### config.mk
export PLATFORM = sky130hd
export DESIGN_NAME = uart_led_command_interpreter_top
export DESIGN_NICKNAME = d
export VERILOG_FILES = /design/src/design/ulci_pkg.sv /design/src/design/ulci_ctrl.sv /design/src/design/ulci_dp.sv /design/src/design/uart_led_command_interpreter_top.sv
export SDC_FILE = /design/constraint.sdc
export NUM_CORES = 1
export LEC_CHECK = 0
export ABC_CLOCK_PERIOD_IN_PS = 9000
export BUFFER_PORTS_ARGS = -buffer_cell sky130_fd_sc_hd__buf_2
export CAP_MARGIN = 25
export CORE_ASPECT_RATIO = 1.2
export CORE_UTILIZATION = 54
export DETAILED_ROUTE_END_ITERATION = 10
export PLACE_DENSITY_LB_ADDON = 0.3
export SYNTH_ARGS = -nofsm -noshare
export SYNTH_HDL_FRONTEND = slang
export SYNTH_HIERARCHICAL = 1
export SYNTH_SLANG_ARGS = --single-unit
### constraint.sdc
create_clock -name clk -period 9 [get_ports clk]
set_input_delay 1.8 -clock clk [delete_from_list [all_inputs] [get_ports clk]]
set_output_delay 1.8 -clock clk [all_outputs]
set_load 0.05 [all_outputs]
### src/design/ulci_pkg.sv
`default_nettype none
// ----------------------------------------------------------------------------
// ulci_pkg
// Shared types, constants and reply text for the LED command interpreter.
// ----------------------------------------------------------------------------
package ulci_pkg;

  localparam int ULCI_LINE_BYTES = 10;
  localparam int ULCI_OUT_IDX_W  = 5;   // up to 22 bytes per request

  localparam logic [7:0] CH_CR    = 8'h0D;
  localparam logic [7:0] CH_LF    = 8'h0A;
  localparam logic [7:0] CH_SPACE = 8'h20;
  localparam logic [7:0] CH_TAB   = 8'h09;
  localparam logic [7:0] CH_CR_HI = 8'h0D; // top of the control whitespace range
  localparam logic [7:0] CH_PLUS  = 8'h2B;
  localparam logic [7:0] CH_MINUS = 8'h2D;
  localparam logic [7:0] CH_ZERO  = 8'h30;
  localparam logic [7:0] CH_NINE  = 8'h39;
  localparam logic [7:0] CH_O     = 8'h4F;
  localparam logic [7:0] CH_N     = 8'h4E;
  localparam logic [7:0] CH_F     = 8'h46;
  localparam logic [7:0] CH_NUL   = 8'h00;

  localparam logic [7:0] MAG_SAT  = 8'hFF;
  localparam logic [7:0] LED_MAX  = 8'd7;
  localparam logic [7:0] LED_RST  = 8'hFF;

  // reply kinds
  localparam logic [1:0] KIND_BAD_CMD = 2'd0;
  localparam logic [1:0] KIND_BAD_NUM = 2'd1;
  localparam logic [1:0] KIND_LED_ON  = 2'd2;
  localparam logic [1:0] KIND_LED_OFF = 2'd3;

  localparam int LEN_BAD_CMD = 17;
  localparam int LEN_BAD_NUM = 20;
  localparam int LEN_LED_ON  = 10;
  localparam int LEN_LED_OFF = 11;
  localparam int LED_DIGIT_POS = 4;

  localparam logic [8*LEN_BAD_CMD-1:0] MSG_BAD_CMD = {"Invalid Command", CH_CR, CH_LF};
  localparam logic [8*LEN_BAD_NUM-1:0] MSG_BAD_NUM = {"Invalid LED number", CH_CR, CH_LF};
  localparam logic [8*LEN_LED_ON-1:0]  MSG_LED_ON  = {"LED 0 ON", CH_CR, CH_LF};
  localparam logic [8*LEN_LED_OFF-1:0] MSG_LED_OFF = {"LED 0 OFF", CH_CR, CH_LF};

  // parser phases
  localparam logic [2:0] PH_C0  = 3'd0;
  localparam logic [2:0] PH_C1  = 3'd1;
  localparam logic [2:0] PH_C2  = 3'd2;
  localparam logic [2:0] PH_WS  = 3'd3;
  localparam logic [2:0] PH_DIG = 3'd4;

  typedef struct packed {
    logic accept;   // input request taken this cycle
    logic proc;     // consume the character read from the line store
    logic fin;      // settle the reply and the LED port
    logic emit;     // load the next byte into the output register
  } ulci_cmd_t;

  typedef struct packed {
    logic in_is_cr;
    logic scan_end;
    logic proc_term;
    logic emit_last;
    logic out_free;
  } ulci_sts_t;

  function automatic logic [ULCI_OUT_IDX_W-1:0] msg_len(logic [1:0] kind);
    logic [ULCI_OUT_IDX_W-1:0] n;
    n = '0;
    case (kind)
      KIND_BAD_CMD: n = ULCI_OUT_IDX_W'(LEN_BAD_CMD);
      KIND_BAD_NUM: n = ULCI_OUT_IDX_W'(LEN_BAD_NUM);
      KIND_LED_ON:  n = ULCI_OUT_IDX_W'(LEN_LED_ON);
      default:      n = ULCI_OUT_IDX_W'(LEN_LED_OFF);
    endcase
    return n;
  endfunction

  function automatic logic [7:0] msg_byte(logic [1:0] kind,
                                          logic [ULCI_OUT_IDX_W-1:0] idx,
                                          logic [2:0] num);
    logic [7:0] b;
    int i;
    i = int'(idx);
    b = CH_NUL;
    case (kind)
      KIND_BAD_CMD: if (i < LEN_BAD_CMD) b = MSG_BAD_CMD[8*(LEN_BAD_CMD-1-i) +: 8];
      KIND_BAD_NUM: if (i < LEN_BAD_NUM) b = MSG_BAD_NUM[8*(LEN_BAD_NUM-1-i) +: 8];
      KIND_LED_ON: begin
        if (i == LED_DIGIT_POS) b = CH_ZERO + {5'b0, num};
        else if (i < LEN_LED_ON) b = MSG_LED_ON[8*(LEN_LED_ON-1-i) +: 8];
      end
      default: begin
        if (i == LED_DIGIT_POS) b = CH_ZERO + {5'b0, num};
        else if (i < LEN_LED_OFF) b = MSG_LED_OFF[8*(LEN_LED_OFF-1-i) +: 8];
      end
    endcase
    return b;
  endfunction

endpackage
`default_nettype wire

### src/design/ulci_ctrl.sv
`default_nettype none
// ----------------------------------------------------------------------------
// ulci_ctrl
// Sequencer: accept a byte, on a carriage return scan the stored line and settle, send the reply.
// ----------------------------------------------------------------------------
module ulci_ctrl (
  input  wire logic              clk,
  input  wire logic              rst_n,
  input  wire logic              in_tvalid,
  output logic                   in_tready,
  input  wire ulci_pkg::ulci_sts_t sts,
  output ulci_pkg::ulci_cmd_t    cmd
);
  import ulci_pkg::*;

  localparam logic [2:0] S_IDLE = 3'd0;
  localparam logic [2:0] S_SCAN = 3'd1;
  localparam logic [2:0] S_PROC = 3'd2;
  localparam logic [2:0] S_FIN  = 3'd3;
  localparam logic [2:0] S_EMIT = 3'd4;

  logic [2:0] state_r, state_nxt;

  assign in_tready = (state_r == S_IDLE);

  always_comb begin
    state_nxt  = state_r;
    cmd        = '0;
    unique case (state_r)
      S_IDLE: begin
        if (in_tvalid) begin
          cmd.accept = 1'b1;
          state_nxt  = sts.in_is_cr ? S_SCAN : S_EMIT;
        end
      end
      S_SCAN: begin
        // read of the store is in flight unless the line is exhausted
        state_nxt = sts.scan_end ? S_FIN : S_PROC;
      end
      S_PROC: begin
        cmd.proc  = 1'b1;
        state_nxt = sts.proc_term ? S_FIN : S_SCAN;
      end
      S_FIN: begin
        cmd.fin   = 1'b1;
        state_nxt = S_EMIT;
      end
      S_EMIT: begin
        if (sts.out_free) begin
          cmd.emit = 1'b1;
          if (sts.emit_last) state_nxt = S_IDLE;
        end
      end
      default: state_nxt = S_IDLE;
    endcase
  end

  always_ff @(posedge clk) begin
    if (!rst_n) state_r <= S_IDLE;
    else        state_r <= state_nxt;
  end

endmodule
`default_nettype wire

### src/design/ulci_dp.sv
`default_nettype none
// ----------------------------------------------------------------------------
// ulci_dp
// Line store, number parser, LED port and output register.
// ----------------------------------------------------------------------------
module ulci_dp #(
  parameter int LINE_BYTES = ulci_pkg::ULCI_LINE_BYTES
) (
  input  wire logic                clk,
  input  wire logic                rst_n,
  input  wire logic [7:0]          in_tdata,
  input  wire ulci_pkg::ulci_cmd_t cmd,
  output ulci_pkg::ulci_sts_t      sts,
  output logic                     out_tvalid,
  input  wire logic                out_tready,
  output logic [15:0]              out_tdata,
  output logic                     out_tlast
);
  import ulci_pkg::*;

  localparam int STORE_DEPTH = LINE_BYTES - 1;
  localparam int IDX_W       = $clog2(STORE_DEPTH);

  logic [7:0]       mem [STORE_DEPTH];
  logic [7:0]       rd_data_r;
  logic [IDX_W-1:0] len_r, len_nxt;
  logic [IDX_W-1:0] pos_r;
  logic [2:0]       phase_r;
  logic             neg_r, on_r;
  logic [7:0]       mag_r;
  logic [7:0]       led_r;
  logic             is_cr_r;
  logic [7:0]       echo_r;
  logic [1:0]       kind_r;
  logic [2:0]       num_r;
  logic [ULCI_OUT_IDX_W-1:0] eidx_r;

  logic [7:0]       ob_r, ol_r;
  logic             olast_r, ovalid_r;

  // character classes of the byte read back
  logic [7:0]  d;
  logic        d_digit, d_ws, d_sign;
  logic [11:0] mag_sum;
  logic [7:0]  mag_nxt;
  logic        term;

  assign d       = rd_data_r;
  assign d_digit = (d >= CH_ZERO) && (d <= CH_NINE);
  assign d_ws    = (d == CH_SPACE) || ((d >= CH_TAB) && (d <= CH_CR_HI));
  assign d_sign  = (d == CH_PLUS) || (d == CH_MINUS);
  assign mag_sum = {1'b0, mag_r, 3'b000} + {3'b000, mag_r, 1'b0} + {8'b0, d[3:0]};
  assign mag_nxt = (mag_sum > {4'b0, MAG_SAT}) ? MAG_SAT : mag_sum[7:0];

  always_comb begin
    term = 1'b0;
    case (phase_r)
      PH_C0:   term = (d != CH_O);
      PH_C1:   term = (d != CH_N) && (d != CH_F);
      PH_C2:   term = (d != CH_F);
      PH_WS:   term = !d_ws && !d_sign && !d_digit;
      default: term = !d_digit;
    endcase
    if (d == CH_NUL) term = 1'b1;
  end

  // reply selection at the end of the scan
  logic       cmd_ok, num_ok;
  logic [7:0] led_mask;
  assign cmd_ok   = (phase_r == PH_WS) || (phase_r == PH_DIG);
  assign num_ok   = !(neg_r && (mag_r != 8'd0)) && (mag_r <= LED_MAX);
  assign led_mask = 8'd1 << mag_r[2:0];

  // output sequencing
  logic [ULCI_OUT_IDX_W-1:0] total;
  logic [7:0]                next_byte;
  assign total = is_cr_r ? (ULCI_OUT_IDX_W'(2) + msg_len(kind_r)) : ULCI_OUT_IDX_W'(1);

  always_comb begin
    if (eidx_r == '0)                         next_byte = echo_r;
    else if (eidx_r == ULCI_OUT_IDX_W'(1))    next_byte = CH_LF;
    else next_byte = msg_byte(kind_r, eidx_r - ULCI_OUT_IDX_W'(2), num_r);
  end

  assign len_nxt = (len_r == IDX_W'(STORE_DEPTH - 1)) ? '0 : len_r + 1'b1;

  assign sts.in_is_cr  = (in_tdata == CH_CR);
  assign sts.scan_end  = (pos_r == len_r);
  assign sts.proc_term = term;
  assign sts.emit_last = (eidx_r == total - 1'b1);
  assign sts.out_free  = !ovalid_r || out_tready;

  // line store
  always_ff @(posedge clk) begin
    if (cmd.accept && !sts.in_is_cr) mem[len_r] <= in_tdata;
    rd_data_r <= mem[pos_r];
  end

  // control state
  always_ff @(posedge clk) begin
    if (!rst_n) begin
      len_r    <= '0;
      led_r    <= LED_RST;
      ovalid_r <= 1'b0;
    end else begin
      if (cmd.accept && !sts.in_is_cr) len_r <= len_nxt;
      if (cmd.fin) begin
        len_r <= '0;
        if (cmd_ok && num_ok) led_r <= on_r ? (led_r & ~led_mask) : (led_r | led_mask);
      end
      if (cmd.emit)      ovalid_r <= 1'b1;
      else if (out_tready) ovalid_r <= 1'b0;
    end
  end

  // payload
  always_ff @(posedge clk) begin
    if (cmd.accept) begin
      echo_r  <= in_tdata;
      is_cr_r <= sts.in_is_cr;
      eidx_r  <= '0;
      pos_r   <= '0;
      phase_r <= PH_C0;
      neg_r   <= 1'b0;
      on_r    <= 1'b0;
      mag_r   <= 8'd0;
    end
    if (cmd.proc) begin
      pos_r <= pos_r + 1'b1;
      case (phase_r)
        PH_C0: if (d == CH_O) phase_r <= PH_C1;
        PH_C1: begin
          if (d == CH_N) begin
            on_r    <= 1'b1;
            phase_r <= PH_WS;
          end else if (d == CH_F) begin
            phase_r <= PH_C2;
          end
        end
        PH_C2: if (d == CH_F) phase_r <= PH_WS;
        PH_WS: begin
          if (d_sign) begin
            neg_r   <= (d == CH_MINUS);
            phase_r <= PH_DIG;
          end else if (d_digit) begin
            mag_r   <= {4'b0, d[3:0]};
            phase_r <= PH_DIG;
          end
        end
        default: if (d_digit) mag_r <= mag_nxt;
      endcase
    end
    if (cmd.fin) begin
      num_r <= mag_r[2:0];
      if (!cmd_ok)      kind_r <= KIND_BAD_CMD;
      else if (!num_ok) kind_r <= KIND_BAD_NUM;
      else              kind_r <= on_r ? KIND_LED_ON : KIND_LED_OFF;
    end
    if (cmd.emit) begin
      ob_r    <= next_byte;
      olast_r <= sts.emit_last;
      ol_r    <= led_r;
      eidx_r  <= eidx_r + 1'b1;
    end
  end

  assign out_tvalid = ovalid_r;
  assign out_tdata  = {ol_r, ob_r};
  assign out_tlast  = olast_r;

endmodule
`default_nettype wire

### src/design/uart_led_command_interpreter_top.sv
`default_nettype none
// ----------------------------------------------------------------------------
// uart_led_command_interpreter_top
// Interprets ON<n> / OFF<n> command lines and drives an active-low LED port.
//
// Input channel: one received byte per request. Output channel: the echo,
// then for a carriage return a line feed and the reply text; tlast marks
// the final byte for that input, and every output byte carries the LED
// port levels as they stand after the input.
// A carriage return scans the stored line character by character (store
// read, then parse), sees the end of the line, settles the reply and the
// LED port, then sends one byte a cycle while the receiver takes them.
// A new byte is taken once the previous reply has been loaded, even if its
// last byte still waits in the output register.
// Reset clears the line count and sets all LEDs off (port 0xff).
// When the receiver stalls, the output byte holds and the sequencer waits.
// ----------------------------------------------------------------------------
module uart_led_command_interpreter_top #(
  parameter int LINE_BYTES = ulci_pkg::ULCI_LINE_BYTES
) (
  input  wire logic        clk,
  input  wire logic        rst_n,
  input  wire logic        in_tvalid,
  output logic             in_tready,
  input  wire logic [7:0]  in_tdata,    // [7:0] rx_byte
  output logic             out_tvalid,
  input  wire logic        out_tready,
  output logic [15:0]      out_tdata,   // [7:0] tx_byte, [15:8] led_levels
  output logic             out_tlast
);
  import ulci_pkg::*;

  ulci_cmd_t cmd;
  ulci_sts_t sts;

  ulci_ctrl u_ctrl (
    .clk       (clk),
    .rst_n     (rst_n),
    .in_tvalid (in_tvalid),
    .in_tready (in_tready),
    .sts       (sts),
    .cmd       (cmd)
  );

  ulci_dp #(
    .LINE_BYTES (LINE_BYTES)
  ) u_dp (
    .clk        (clk),
    .rst_n      (rst_n),
    .in_tdata   (in_tdata),
    .cmd        (cmd),
    .sts        (sts),
    .out_tvalid (out_tvalid),
    .out_tready (out_tready),
    .out_tdata  (out_tdata),
    .out_tlast  (out_tlast)
  );

endmodule
`default_nettype wire
==> impl_metrics.py, run 1 <==
metrics = {
    "run_status": {
        "status": "completed",
    },
    "sta": {
        "slew_viol_final": 0,
        "period_share_pct": 49.1,
        "worstMarginPinSlew_ns": 0.986,
        "setup_ws_ns": 4.58,
        "finalHoldViolCount": 0,
        "slew_headroom_pct": 34.3,
        "layout_min_cycle_time_ns": 4.42,
        "tns_ns": 0,
        "rsz0062_at_grt": "no",
        "fmax_ghz": 0.226,
        "setup_viol": 0,
        "finClkSkew_ns": 0.0151,
    },
    "clocking": {
        "root_buffer": "clkbuf_16",
        "htree_levels": 4,
        "cts_tree": "built",
        "clock_path_buffers": 2,
        "cts.repair.resized": 0,
        "numCtsBuffers": 17,
        "holdBufCountCts": 0,
        "clock-sinks": 149,
        "clkTransAtPathRegs_ns": 0.06,
        "clk_latency_ns": 0.43,
        "postCtsSetupBuffers": 0,
    },
    "grt": {
        "grt_pass1_vias": 6449,
        "grt_pass1_wl_um": 34300,
        "grtUsageTotal_pct": 26.8,
        "grt_max_degree": 34,
        "gr-total-overflow": 0,
        "grt_antenna_before_repair": 0,
    },
    "pwr": {
        "p_int_w": 0.00138,
        "power_frac_seq_pct": 39.6,
        "switching_share_pct": 32.0,
        "ir_drop_v": 0.000175,
        "power_density_nw_per_um2": 212,
        "p_clk_share_pct": 35.3,
        "p_sw_w": 0.000647,
        "p_leak_nw": 3.36,
        "combPwrFrac_pct": 25.0,
    },
    "logic_synthesis": {
        "syn_nets": 856,
        "ys.flop_type": "edfxtp_1",
        "synth_cell_types": 90,
        "synth_area_leaders": "edfxtp_1 (39%), dfxtp_1 (8.5%), ha_1 (5.3%), mux4_2 (4.1%), nand2_1 (3.0%)",
        "yosysWarnings": 6,
        "synth_cells": 805,
        "postSynthAreaPerCell_um2": 10.8,
        "yosysTopAreaCell": "edfxtp_1",
        "ys_seq_area_share_pct": 47.1,
        "synth_edf_count": 112,
        "syn-cell-area_um2": 8720,
        "synthArstFlopShare_pct": 0,
        "synth-seq-cells": 149,
        "synth_top_area_share_pct": 38.6,
    },
    "worst_setup_path": {
        "worst_setup_path_start_kind": "flip-flop",
        "cp_max_fo": 25,
        "crit_type": "reg2reg",
        "critical_path.startpoint": "u_dp/eidx_r[2]",
        "timing.rr.start": "u_dp/eidx_r[2]",
        "reg2reg_slack_ns": 4.58,
        "r2r_cells": 11,
        "endpoint": "u_dp/ob_r[5]",
        "cp.arrival_ns": 4.56,
        "required_ns": 9.14,
        "worst_setup_path_end_kind": "flip-flop",
        "rr_endpoint": "u_dp/ob_r[5]",
    },
    "drt": {
        "route.detailed.drc": 0,
        "firstDrtPassIters": 6,
        "post_drt_via_cell_ratio": 6.48,
        "postRouteWirelength_um": 21400,
        "dr_total_vias": 6681,
        "postRouteAntennaNets": 0,
        "drt-initial-drc-count": 745,
        "post_drt_wl_per_cell_um": 20.7,
    },
    "worst_hold_path": {
        "hold_path_class": "reg2reg",
    },
    "floorplan": {
        "die_area_um2": 16700,
        "core_area_um2": 15700,
        "start_util_pct": 55.5,
        "die_h_um": 141,
        "num_rows": 50,
        "io_pins": 31,
        "die_width_um": 118,
    },
    "cells_and_area": {
        "nets": 861,
        "area_growth_pct": 9.27,
        "layout_commonest_cell": "edfxtp_1",
        "layout_common_cells": "edfxtp_1 (112), nand2_1 (70), a21oi_1 (48), o21ai_0 (45), nor2_1 (40)",
        "layout-drive-gt1-share_pct": 13.4,
        "diodes": 0,
    },
    "run": {
        "maxCapViolCount": 0,
    },
    "placed_design": {
        "port_buffers": 30,
        "dp_hpwl_um": 14900,
        "place.gp.congestion": 0.953,
        "dp_slack_ns": 4.59,
    },
}
==> area by class of cell <==
type,instances,area [um^2]
clock inverter,12,141
timing repair buffer,37,198
multi-input combinational,577,4260
fill,1265,6170
sequential,149,4100
clock buffer,20,458
tap,208,260
inverter,28,105
==> synth_stat cells (4+ instances only) <==
| master | count |
|---|---|
| a21oi_1 | 48 |
| nor3_1 | 33 |
| o211ai_1 | 7 |
| nand2b_1 | 10 |
| a31oi_1 | 5 |
| edfxtp_1 | 112 |
| nand2_1 | 70 |
| xor2_1 | 11 |
| clkbuf_1 | 28 |
| buf_6 | 4 |
| a211oi_1 | 4 |
| nor4_1 | 13 |
| a32o_1 | 4 |
| o2111ai_1 | 4 |
| nand4_1 | 7 |
| o22ai_1 | 4 |
| ha_1 | 37 |
| nand3b_1 | 5 |
| buf_2 | 10 |
| o21ai_0 | 45 |
| xnor2_1 | 19 |
| o21a_1 | 4 |
| dfxtp_1 | 37 |
| a32oi_1 | 5 |
| or4_1 | 4 |
| o31ai_1 | 8 |
| nand3_1 | 22 |
| a31o_2 | 4 |
| nor2_1 | 40 |
| nor3b_1 | 6 |
| a22oi_1 | 7 |
| and3_1 | 12 |
| inv_1 | 26 |
| buf_4 | 5 |
| mux4_2 | 16 |
| and2_1 | 18 |
| nor2b_1 | 12 |
| mux2i_1 | 19 |
==> critical path, cell delays in order (launching register included) <==
cell and delay (ns):
edfxtp_1 0.83, inv_1 0.15, ha_1 0.37, xnor2_4 0.64
inv_2 0.30, ha_1 0.34, and3b_1 0.19, o21ai_0 0.42
nor3_1 0.12, o21a_1 0.18, a2111oi_0 0.41, o31ai_1 0.15
==> registers in the layout (all words and copies together) (netlist names), 2 cells and up, named ones only <==
name and cells:
u_dp/phase_r 3, u_dp/eidx_r 5, u_dp/len_r 4, u_ctrl/state_r 3
u_dp/d 8, u_dp/mem 72, u_dp/echo_r 8, u_dp/mag_r 8
u_dp/pos_r 4, u_dp/num_r 3, u_dp/ob_r 8, u_dp/ol_r 8
u_dp/kind_r 2
==> cell families (layout without fill, tap and decap cells) <==
group	after synthesis	after routing	share of synthesized area (%)
AOI/OAI and AO/OA	193	193	15.3
xor gates and xnor gates	36	36	4.42
adders and majority gates	39	39	5.77
buffers and inverters	79	97	4.12
DFF	149	149	47.1
muxes	35	35	6.31
and+or+nand+nor	274	274	17.0
==> worst min path at each step <==
stage / from / endpoint / depth (start not counted)
after floorplan: flip-flop / u_dp/ol_r[5] / 0
after global placement: flip-flop / u_dp/ol_r[5] / 0
after detailed placement: flip-flop / u_dp/ol_r[3] / 0
after CTS: flip-flop / u_dp/ol_r[3] / 0
after global routing: flip-flop / u_dp/ol_r[5] / 0
final: flip-flop / u_dp/ol_r[3] / 0
==> power by group through the flow <==
stage | logic, W | clock network, W | registers [W]
floorplan | 0.000376 | 0 | 0.000817
global placement | 0.000482 | 0 | 0.000813
detailed placement | 0.000493 | 0 | 0.000815
CTS | 0.000496 | 0.000724 | 0.000801
global route | 0.000545 | 0.000756 | 0.000805
finish | 0.000506 | 0.000715 | 0.000802
==> metrics by stage <==
step / cells / cell area [um^2] / hold slack, ns / utilization [%] / total power [W]
final: 1031 / 9530 / 0.436 / 60.7 / 0.00202
after global routing: 1031 / 9530 / 0.446 / 60.7 / 0.00211
after CTS: 1029 / 9520 / 0.437 / 60.6 / 0.00202
after detailed placement: 997 / 8920 / 0.422 / 56.8 / 0.00131
after global placement: 997 / 8920 / 0.418 / 56.8 / 0.00129
after floorplan: 805 / 8720 / 0.408 / - / 0.00119
==> layer usage <==
layer | routed length [um] | part of all wire (%) | global-route usage, % | vias to the layer above
met2 | 10600 | 50 | 45.4 | 299
met3 | 1100 | 5.1 | 4.69 | 61
met4 | 869 | 4.1 | 13.4 | 0
li1 | - | - | - | 3056
met1 | 8780 | 41 | 33.1 | 3265
met5 | 0 | 0 | 0 | -
Power figures use the tool's default switching activity.
==> run 2, diff against run 1 <==
- ABC_CLOCK_PERIOD_IN_PS: 9000 -> 3800
- clock period: 9 -> 3.8 ns (I/O delays scaled with it)
==> impl_metrics.py, run 2 (synthesis gave the netlist of run 1 again) <==
metrics = {
    "cells_and_area": {
        "top_register": "u_dp/mem",
        "n_fill_cell": 1258,
        "largest_reg_flops": 72,
        "layout_common_cells": "edfxtp_1 (112), nand2_1 (70), a21oi_1 (48), o21ai_0 (45), nor2_1 (40)",
        "finalInstanceArea_um2": 9570,
        "nets": 871,
        "layout-drive-gt1-share_pct": 14.3,
        "area_growth_pct": 9.79,
        "layout_commonest_cell": "edfxtp_1",
        "diodes": 0,
        "layoutNonFillerInstCount": 1041,
        "utilization_pct": 61.0,
    },
    "clocking": {
        "cts.repair.resized": 0,
        "htree_levels": 4,
        "clock-sinks": 149,
        "clock_path_buffers": 2,
        "postCtsSetupBuffers": 0,
        "root_buffer": "clkbuf_16",
        "holdBufCountCts": 0,
        "clk_latency_ns": 0.43,
        "cts_tree": "built",
        "numCtsBuffers": 17,
        "clkTransAtPathRegs_ns": 0.07,
    },
    "drt": {
        "dr_total_vias": 6760,
        "post_drt_wl_per_cell_um": 20.9,
        "postRouteAntennaNets": 0,
        "post_drt_via_cell_ratio": 6.49,
        "firstDrtPassIters": 6,
        "route.detailed.drc": 0,
        "drt-initial-drc-count": 582,
        "postRouteWirelength_um": 21700,
    },
    "worst_setup_path": {
        "cp_top_family": "compound AO/OA/AOI/OAI gates",
        "worst_setup_path_end_kind": "flip-flop",
        "max_stage_delay_ns": 0.47,
        "required_ns": 3.97,
        "cp_common_cell": "ha_1",
        "path_cells": "inv_1 -> ha_1 -> xnor2_4 -> inv_2 -> ha_1 -> and3b_1 -> o21ai_0 -> nor3_1 -> o21a_1 -> a2111oi_0 -> o31ai_1",
        "worst_setup_path_start_kind": "flip-flop",
        "cp_max_fo": 17,
        "crit_buf_inv": 2,
        "crit_slowest_cell": "o21ai_0",
        "cp.arrival_ns": 3.78,
        "crit_type": "reg2reg",
    },
    "placed_design": {
        "port_buffers": 30,
        "place.gp.congestion": 0.961,
        "placed_area_um2": 9000,
        "dp_hpwl_um": 15500,
        "dp_cells": 1008,
    },
    "grt": {
        "grt_pass1_wl_um": 34900,
        "grt_pass1_vias": 6539,
        "gr-total-overflow": 0,
        "grt_max_degree": 34,
        "grt_antenna_before_repair": 0,
        "grtUsageTotal_pct": 27.4,
    },
    "run_status": {
        "status": "completed",
    },
    "sta": {
        "fmax_ghz": 0.277,
        "period_share_pct": 95.2,
        "slew_viol_final": 0,
        "finClkSkew_ns": 0.0111,
        "worstMarginPinSlew_ns": 0.902,
        "slew_headroom_pct": 39.3,
        "setup_viol": 0,
        "finalHoldViolCount": 0,
        "tns_ns": 0,
        "rsz0062_at_grt": "no",
        "layout_min_cycle_time_ns": 3.62,
    },
    "floorplan": {
        "start_util_pct": 55.5,
        "io_pins": 31,
        "die_area_um2": 16700,
        "die_h_um": 141,
        "die_width_um": 118,
        "num_rows": 50,
        "core_area_um2": 15700,
    },
    "pwr": {
        "p_leak_nw": 3.39,
        "ir_drop_v": 0.000403,
        "power_density_nw_per_um2": 490,
    },
    "run": {
        "maxCapViolCount": 0,
    },
    "worst_hold_path": {
        "hold_path_class": "reg2reg",
    },
}
[run 2: cell type report]
class / count / area (um^2) / area share, %
Clock buffer: 22 / 487 / 5.08
Timing Repair Buffer: 46 / 268 / 2.80
Tap cell: 208 / 260 / 2.72
Clock inverter: 10 / 71.3 / 0.745
Multi-Input combinational cell: 578 / 4280 / 44.7
Sequential cell: 149 / 4100 / 42.9
Inverter: 28 / 105 / 1.10
[run 2: worst register-to-register path, stage by stage, from the launching register on]
cell and delay [ns]:
edfxtp_1 0.34, inv_1 0.12, ha_1 0.35, xnor2_4 0.45, inv_2 0.25, ha_1 0.32
and3b_1 0.19, o21ai_0 0.47, nor3_1 0.13, o21a_1 0.19, a2111oi_0 0.42, o31ai_1 0.13
[run 2: path summary, 6_finish.rpt]
check                                    start      endpoint  slack (ns)  cells past startpoint
worst min-delay path                 flip-flop  u_dp/ol_r[5]        0.44                      0
worst max-delay path            u_dp/eidx_r[1]  u_dp/ob_r[5]        0.18                     11
worst min register to register       flip-flop  u_dp/ol_r[5]        0.44                      0
worst max register to register  u_dp/eidx_r[1]  u_dp/ob_r[5]        0.18                     11
[run 2: metal layers]
layer | routed length, um | vias up | global-route usage (%)
met5 | 0 | - | 0
met4 | 860 | 0 | 14.8
met3 | 1370 | 59 | 4.98
met2 | 10700 | 312 | 45.9
met1 | 8860 | 3301 | 33.8
li1 | - | 3088 | -
[run 2: metrics by stage]
step           hold WS [ns]  setup slack (ns)  total power [W]
6_report              0.437             0.184          0.00469
5_1_grt               0.449            0.0243          0.00488
4_1_cts               0.438             0.121          0.00468
3_5_place_dp          0.422             0.132          0.00311
3_3_place_gp          0.415             0.241          0.00310
2_1_floorplan         0.408            0.0792          0.00282
[run 2: power breakdown]
part	leakage (nW)	total, W	switching, W	internal (W)
sequential	1.31	0.00189	0.0000707	0.00182
clock	0.274	0.00157	0.000653	0.000913
combinational	1.80	0.00124	0.000800	0.000437
==> run 3, diff against run 2 <==
- ABC_AREA: unset -> 1
==> impl_metrics.py, run 3 <==
metrics = {
    "worst_setup_path": {
        "path_cells": "inv_1 -> ha_1 -> inv_1 -> nand2_1 -> nand2_2 -> ha_1 -> nand2_1 -> inv_1 -> nand2_1 -> o311ai_0 -> nand2_1 -> nand2_1 -> nand3_1 -> nand2_1 -> nand2_1 -> nand2_1 -> nand2_1",
        "rr_endpoint": "u_dp/ob_r[6]",
        "required_ns": 3.97,
        "crit_buf_inv": 3,
        "r2r_cells": 17,
        "cp_max_fo": 11,
        "reg2reg_slack_ns": 0.87,
        "timing.rr.start": "u_dp/eidx_r[2]",
        "worst_setup_path_start_kind": "flip-flop",
        "crit_slowest_cell": "ha_1",
        "cp_common_cell": "nand2_1",
        "max_stage_delay_ns": 0.52,
        "crit_type": "reg2reg",
        "cp.arrival_ns": 3.10,
        "worst_setup_path_end_kind": "flip-flop",
        "cp_top_family": "simple AND/OR/NAND/NOR gates",
    },
    "placed_design": {
        "placed_area_um2": 9060,
        "dp_hpwl_um": 14700,
        "port_buffers": 30,
        "place.gp.congestion": 0.956,
    },
    "logic_synthesis": {
        "synth_cells": 992,
        "yosysTopAreaCell": "edfxtp_1",
        "synth_top_family_by_area": "simple AND/OR/NAND/NOR gates",
        "syn_nets": 1043,
        "syn-cell-area_um2": 8690,
        "synthAdderAreaFrac_pct": 5.79,
        "yosys.area_share.simple_pct": 25.4,
        "postSynthAreaPerCell_um2": 8.76,
        "synth_xor_area_share_pct": 1.77,
        "synth_area_leaders": "edfxtp_1 (39%), nand2_1 (8.8%), dfxtp_1 (8.5%), ha_1 (5.3%), nand3_1 (5.2%)",
        "synthTopCellsByCount": "nand2_1 (203), edfxtp_1 (112), inv_1 (103), nor2_1 (95), nand3_1 (90)",
        "synth_mux_area_share_pct": 2.07,
        "yosysMostFrequentCell": "nand2_1",
        "synth-seq-cells": 149,
        "ys.flop_type": "edfxtp_1",
        "synth_top_area_share_pct": 38.7,
        "synthArstFlopShare_pct": 0,
        "yosysWarnings": 6,
        "synth_cell_types": 59,
        "ys_seq_area_share_pct": 47.2,
        "synth_edf_count": 112,
        "synth_compound_area_share_pct": 10.9,
    },
    "pwr": {
        "power.total_w": 0.00553,
        "power_density_nw_per_um2": 572,
        "ir_drop_v": 0.000421,
        "p_leak_nw": 4.01,
    },
    "sta": {
        "slew_viol_final": 0,
        "setup_viol": 0,
        "finClkSkew_ns": 0.00826,
        "worstMarginPinSlew_ns": 0.838,
        "fmax_ghz": 0.341,
        "layout_min_cycle_time_ns": 2.93,
        "rsz0062_at_grt": "no",
        "finalHoldViolCount": 0,
        "tns_ns": 0,
        "slew_headroom_pct": 43.9,
        "period_share_pct": 77.1,
    },
    "drt": {
        "firstDrtPassIters": 5,
        "dr_total_vias": 7042,
        "post_drt_wl_per_cell_um": 16.5,
        "route.detailed.drc": 0,
        "postRouteAntennaNets": 0,
        "postRouteWirelength_um": 20600,
        "post_drt_via_cell_ratio": 5.64,
        "drt-initial-drc-count": 449,
    },
    "clocking": {
        "postCtsSetupBuffers": 0,
        "htree_levels": 4,
        "clkTransAtPathRegs_ns": 0.06,
        "numCtsBuffers": 17,
        "cts_tree": "built",
        "clk_latency_ns": 0.42,
        "holdBufCountCts": 0,
        "root_buffer": "clkbuf_16",
        "clock_path_buffers": 2,
        "clock-sinks": 149,
        "cts.repair.resized": 0,
    },
    "run_status": {
        "status": "completed",
    },
    "cells_and_area": {
        "utilization_pct": 61.9,
        "layout_commonest_cell": "nand2_1",
        "top_register": "u_dp/mem",
        "nets": 1079,
        "multi_input_area_um2": 3990,
        "layout_common_cells": "nand2_1 (203), edfxtp_1 (112), inv_1 (103), nor2_1 (95), nand3_1 (90)",
        "area_growth_pct": 11.3,
        "layout-drive-gt1-share_pct": 14.0,
        "diodes": 0,
        "largest_reg_flops": 72,
        "n_fill_cell": 1366,
        "seq_area_um2": 4100,
        "finalInstanceArea_um2": 9680,
    },
    "floorplan": {
        "die_width_um": 118,
        "num_rows": 50,
        "core_area_um2": 15600,
        "die_area_um2": 16600,
        "start_util_pct": 55.6,
        "io_pins": 31,
        "die_h_um": 141,
    },
    "grt": {
        "grtUsageTotal_pct": 25.7,
        "grt_max_degree": 37,
        "grt_pass1_vias": 6709,
        "grt_pass1_wl_um": 33300,
        "grt_antenna_before_repair": 0,
        "gr-total-overflow": 0,
    },
    "worst_hold_path": {
        "hold-path-cell-count": 0,
        "hold_path_class": "reg2reg",
        "min_to": "u_dp/ol_r[6]",
    },
    "run": {
        "maxCapViolCount": 0,
    },
}
-- run 3: changes by cell type after synthesis, sizes merged, moves of 17 or more --
cell / change
nor2: +64
inv: +93
and2: -19
nand3: +72
xnor2: -17
nand2: +156
nor3: -20
-- run 3: cells by family after synthesis --
family / count (synthesis)
AND/OR/NAND/NOR: 468
AO/OA/AOI/OAI: 153
buffers and inverters: 150
flip-flops: 149
adder cells (fa/ha/maj): 39
multiplexers: 18
XOR/XNOR: 15
-- run 3: stage by stage --
step           std cells  hold WS [ns]  setup WS [ns]
2_1_floorplan        992         0.402          0.462
3_3_place_gp        1215         0.412          0.833
3_5_place_dp        1216         0.415          0.889
4_1_cts             1248         0.429          0.887
5_1_grt             1249         0.436          0.590
6_report            1249         0.424          0.871
-- run 3: layout make-up --
type	count	share of cell area [%]
multi-input cells	693	41.3
flip-flops and latches	149	42.4
well taps	208	2.69
inverters	124	4.81
repair buffers	43	2.74
clock inverters	14	1.64
clock buffers	18	4.44
-- run 3: power breakdown --
group	internal, W	switching [W]	total, W
clock network	0.00102	0.000638	0.00166
logic	0.000573	0.00136	0.00193
registers	0.00186	0.0000683	0.00193
-- run 3: per-layer routing --
layer / vias to the layer above / GRT usage, % / part of all wire (%)
met2: 236 / 44.6 / 49
met4: 0 / 12.2 / 3.1
met1: 3282 / 30.8 / 42
li1: 3466 / - / -
met3: 58 / 4.85 / 5.3
met5: - / 0 / 0
-- run 3: how the worst max path moves through the flow --
stage	from	end	slack, ns	depth (start not counted)
after floorplan	in_tvalid	u_dp/mem[1][0]	0.46	7
after global placement	in_tvalid	u_dp/mem[2][1]	0.83	7
after detailed placement	u_dp/eidx_r[2]	u_dp/ob_r[6]	0.89	17
after CTS	u_dp/eidx_r[2]	u_dp/ob_r[6]	0.89	17
after global routing	u_dp/eidx_r[2]	u_dp/ob_r[6]	0.59	17
final	u_dp/eidx_r[2]	u_dp/ob_r[6]	0.87	17
-- run 3: worst reg2reg max path, cell delays in order, from the launching register on --
cell and delay (ns):
edfxtp_1 0.49, inv_1 0.18, ha_1 0.22, inv_1 0.08
nand2_1 0.08, nand2_2 0.20, ha_1 0.52, nand2_1 0.16
inv_1 0.15, nand2_1 0.05, o311ai_0 0.10, nand2_1 0.09
nand2_1 0.07, nand3_1 0.08, nand2_1 0.06, nand2_1 0.05
nand2_1 0.05, nand2_1 0.06
